$ cat src/hdl/brfsc_pkg.sv
`default_nettype none

package brfsc_pkg;

    localparam int DATA_W = 8;
    localparam int OP_W = 2;
    localparam int CAP_W = 11;
    localparam int LEN_W = 11;
    localparam int COUNT_W = 7;

    localparam int RING_DEPTH_DEF = 1024;
    localparam int MAX_READ_RUN_DEF = 64;
    localparam int CAP_RESET = 1024;

    localparam int QUEUE_DEPTH = 2;

    typedef enum logic [OP_W-1:0] {
        OP_PUT    = 2'd0,
        OP_COMMIT = 2'd1,
        OP_GET    = 2'd2,
        OP_PEEK   = 2'd3
    } op_t;

    typedef enum logic {
        BK_IDLE,
        BK_RUN
    } back_state_t;

    typedef struct packed {
        op_t                op;
        logic [DATA_W-1:0]  data;
        logic               first;
        logic [LEN_W-1:0]   length;
        logic [COUNT_W-1:0] count;
    } item_t;

endpackage

`default_nettype wire

$ cat src/hdl/brfsc_front.sv
`default_nettype none

module brfsc_front #(
    parameter int MAX_READ_RUN = brfsc_pkg::MAX_READ_RUN_DEF
) (
    input  wire logic                          clk,
    input  wire logic                          rst_n,
    input  wire logic                          start,
    output logic                               busy,
    input  wire logic [brfsc_pkg::OP_W-1:0]    operation,
    input  wire logic [brfsc_pkg::DATA_W-1:0]  data_in,
    input  wire logic                          chunk_first,
    input  wire logic [brfsc_pkg::LEN_W-1:0]   chunk_length,
    input  wire logic [brfsc_pkg::COUNT_W-1:0] read_count,
    output logic                               q_valid,
    output brfsc_pkg::item_t                   q_item,
    input  wire logic                          pop
);

    localparam int QD = brfsc_pkg::QUEUE_DEPTH;
    localparam int QPW = (QD > 1) ? $clog2(QD) : 1;
    localparam int QCW = $clog2(QD + 1);

    brfsc_pkg::item_t entry_reg [QD];
    logic [QPW-1:0] wr_ptr_reg, wr_ptr_next;
    logic [QPW-1:0] rd_ptr_reg, rd_ptr_next;
    logic [QCW-1:0] count_reg, count_next;

    logic accept;
    brfsc_pkg::item_t new_item;

    assign busy = (count_reg == QCW'(QD));
    assign accept = start && !busy;
    assign q_valid = (count_reg != '0);
    assign q_item = entry_reg[rd_ptr_reg];

    // The read run length is capped here so the back end only compares with the count.
    always_comb
    begin
        new_item.op = brfsc_pkg::op_t'(operation);
        new_item.data = data_in;
        new_item.first = chunk_first;
        new_item.length = chunk_length;
        if (32'(read_count) > MAX_READ_RUN)
        begin
            new_item.count = brfsc_pkg::COUNT_W'(MAX_READ_RUN);
        end
        else
        begin
            new_item.count = read_count;
        end
    end

    always_comb
    begin
        wr_ptr_next = wr_ptr_reg;
        rd_ptr_next = rd_ptr_reg;
        count_next = count_reg;
        if (accept)
        begin
            wr_ptr_next = (wr_ptr_reg == QPW'(QD - 1)) ? '0 : wr_ptr_reg + 1'b1;
        end
        if (pop && q_valid)
        begin
            rd_ptr_next = (rd_ptr_reg == QPW'(QD - 1)) ? '0 : rd_ptr_reg + 1'b1;
        end
        if (accept && !(pop && q_valid))
        begin
            count_next = count_reg + 1'b1;
        end
        else if (!accept && pop && q_valid)
        begin
            count_next = count_reg - 1'b1;
        end
    end

    always_ff @(posedge clk or negedge rst_n)
    begin
        if (!rst_n)
        begin
            wr_ptr_reg <= '0;
            rd_ptr_reg <= '0;
            count_reg <= '0;
        end
        else
        begin
            wr_ptr_reg <= wr_ptr_next;
            rd_ptr_reg <= rd_ptr_next;
            count_reg <= count_next;
        end
    end

    always_ff @(posedge clk)
    begin
        if (accept)
        begin
            entry_reg[wr_ptr_reg] <= new_item;
        end
    end

endmodule

`default_nettype wire

$ cat config.mk
export PLATFORM = sky130hd
export DESIGN_NAME = brfsc_front
export DESIGN_NICKNAME = d
export VERILOG_FILES = /design/src/hdl/brfsc_pkg.sv /design/src/hdl/brfsc_front.sv
export SDC_FILE = /design/constraint.sdc
export NUM_CORES = 1
export LEC_CHECK = 0
export BUFFER_PORTS_ARGS = -buffer_cell sky130_fd_sc_hd__buf_2
export CAP_MARGIN = 20
export CORE_MARGIN = 4
export CORE_UTILIZATION = 52
export CTS_CLUSTER_DIAMETER = 150
export DETAILED_ROUTE_END_ITERATION = 7
export GPL_TIMING_DRIVEN = 0
export PLACE_DENSITY = 0.79
export SYNTH_ARGS = -nofsm -noshare
export SYNTH_HDL_FRONTEND = slang
export SYNTH_SLANG_ARGS = --single-unit
$ cat constraint.sdc
create_clock -name clk -period 2.92 [get_ports clk]
set_input_delay 0.292 -clock clk [delete_from_list [all_inputs] [get_ports clk]]
set_output_delay 0.292 -clock clk [all_outputs]
set_load 0.01 [all_outputs]
==> qor.yml <==
clocking:
  clockBufferDepth: 2
  cts.repair.resized: 0
  cts_sinks: 62
  clk_pin_slew_ns: 0.07
  clock_latency_ns: 0.33
  clock-root-buffer: "clkbuf_8"
  cts-buffers-inserted: 9
  htreeDepth: 3
  cts_tree: "yes"
flow_run:
  cap_violations: 0
power_and_ir_drop:
  power_uw: 2892
  powerDensity_mw_per_mm2: 947.0
  irDropWorstVdd_v: 0.0005456
  p_leak_uw: 0.001267
synth:
  synth_area_mm2: 0.002461
  synth_top_cell_by_area: "edfxtp_1"
  yosysTopAreaCellShare: 0.7077
  synth_cells: 119
  yosys_warnings: 0
  synthTopCellsByArea: "edfxtp_1, mux2_4, dfrtp_1"
  ys_types: 19
  syn_nets: 152
  ys_ff_latch: 62
  ys_seq_area_frac: 0.7483
  synth.avg_cell_area_um2: 20.68
global_routing:
  antenna_found_initial: 0
  grt_pass1_wl_mm: 6.796
  grt_start_max_net_pins: 30
  grtUsageTotal: 0.1545
  grt_pass1_vias: 1391
  grt.overflow.total: 0
floorplan:
  die-area_mm2: 0.005897
  io_pins: 64
  coreArea_mm2: 0.004474
  die_width_um: 76.80
  die-height_um: 76.80
  rows: 24
  start_util: 0.5501
placed_design:
  routabilityCongestion: 0.6716
  io_buffer_count: 63
  pre_cts_slack_ns: 1.096
  dp_hpwl_mm: 2.953
sta:
  rsz0062_at_grt: "false"
  finalCritPeriodShare: 0.6195
  fmax_mhz: 552.8
  slew_headroom: 0.4295
  worst_pin_slew_ns: 0.8537
  fin_tns_setup_ns: 0
  setup_ws_ns: 1.111
  finalHoldViolations: 0
  period_needed_ns: 1.809
  finalClockSkew_ns: 0.007477
  maxSlewViolCount: 0
  setup_viol: 0
route:
  drc_errors: 0
  routed_wirelength_mm: 4.187
  num_vias: 1287
  drt_iter0_markers: 54
  ant_nets: 0
  avgRoutedWirePerCell_um: 16.62
  via_per_inst: 5.107
  firstDrtPassIters: 4
cells_and_area:
  nNetsFinal: 228
  area_growth_pct: 24.10
  largest_reg_flops: 58
  drive_gt1_frac: 0.5700
  antenna_cells: 0
  final_util: 0.6826
critical_path:
  crit_path_max_fanout: 15
  worstSetupStartpointType: "register"
  crit_start: "count_reg[0]$_DFFE_PN0P_"
  crit_type: "register to register"
  cp_data_arrival_time_ns: 1.84
  timing.rr.start: "count_reg[0]$_DFFE_PN0P_"
  cp_data_required_time_ns: 2.95
  endpoint_kind: "register"
outcome:
  status: "finished, final reports clean"
hold_path:
  hp-start: "operation[1]"
  hold_class: "primary input to register"
==> synthesized netlist by cell type <==
library cell  number
mux2_4            29
nor2_1             1
clkbuf_1           1
nand2_2            1
a21oi_1            3
inv_2              1
edfxtp_1          58
buf_6              3
and3_1             1
or2_4              1
dfrtp_1            4
inv_1              1
nand2_1            1
o21ai_1            2
o211ai_1           1
nor2b_1            7
nand2b_2           1
xnor2_1            2
nor3b_1            1
==> per-stage QoR <==
step,instances,instance area [µm²],hold WS [ns]
global route,252,3054,0.1338
CTS,252,3054,0.1335
floorplan,119,2461,-0.003591
detailed placement,235,2864,0.1074
finish,252,3054,0.1456
global placement,234,2841,0.09978
==> timing repair <==
action / in CTS / in global routing
hold buffers: 1 / 0
endpoints found under the hold margin: 4 / 0
setup buffers: 0 / 0
endpoints found under the setup margin: 0 / 0
==> worst paths after layout <==
| check | to | slack, ns | cells past startpoint |
|---|---|---|---|
| max | entry_reg[1][25]$_DFFE_PP_ | 1.11 | 3 |
| min | entry_reg[1][28]$_DFFE_PP_ | 0.15 | 1 |
| max reg2reg | entry_reg[1][25]$_DFFE_PP_ | 1.11 | 3 |
| min reg2reg | count_reg[0]$_DFFE_PN0P_ | 0.56 | 1 |
| max in group asynchronous | wr_ptr_reg$_DFFE_PN0P_ | 2.49 | 2 |
| min in group asynchronous | count_reg[0]$_DFFE_PN0P_ | 0.30 | 2 |
==> layer usage <==
metal  vias up  part of all wire  GRT usage
li1        610                 -          -
met1       617              0.39     0.1621
met2        48              0.51     0.2622
met3        12             0.072    0.05504
met4         0             0.025    0.09783
met5         -                 0          0
==> power breakdown <==
group | internal (µW) | total, µW | switching (µW)
clock network | 384 | 689 | 305
registers | 1190 | 1260 | 69.8
logic | 504 | 948 | 444
==> layout by cell type, fill, tap and decap left out, drive strengths merged <==
master       synthesis  layout
buf                  3      67
edfxtp              58      58
mux2                29      29
clkbuf               1      11
nor2b                7       7
clkinv               0       5
dfrtp                4       4
a21oi                3       3
o21ai                2       2
xnor2                2       2
inv                  2       2
nand2                2       2
nand2b               1       1
or2                  1       1
and3                 1       1
nor2                 1       1
nor3b                1       1
o211ai               1       1
bufinv               0       1
dlygate4sd3          0       1
==> critical path: stages (launching register included) <==
cell and delay (ns):
dfrtp_1 0.42, nand2b_2 0.17, and3_1 0.66, buf_8 0.26
==> area by class of cell <==
type | count | area, µm²
fill | 301 | 1420
sequential | 62 | 1842
clock inverter | 6 | 52.55
clock buffer | 10 | 127.6
timing repair buffer | 65 | 340.3
tap | 52 | 65.06
multi-input combinational | 51 | 581.8
buffer | 4 | 37.54
inverter | 2 | 7.507
==> cell families after synthesis <==
logic type	share of synthesized area
flops	0.7483
mux	0.1769
simple gates	0.03610
compound gates	0.01322
buf+inv	0.01830
xor+xnor	0.007119
Note: power is estimated with default switching activity, not from simulation.
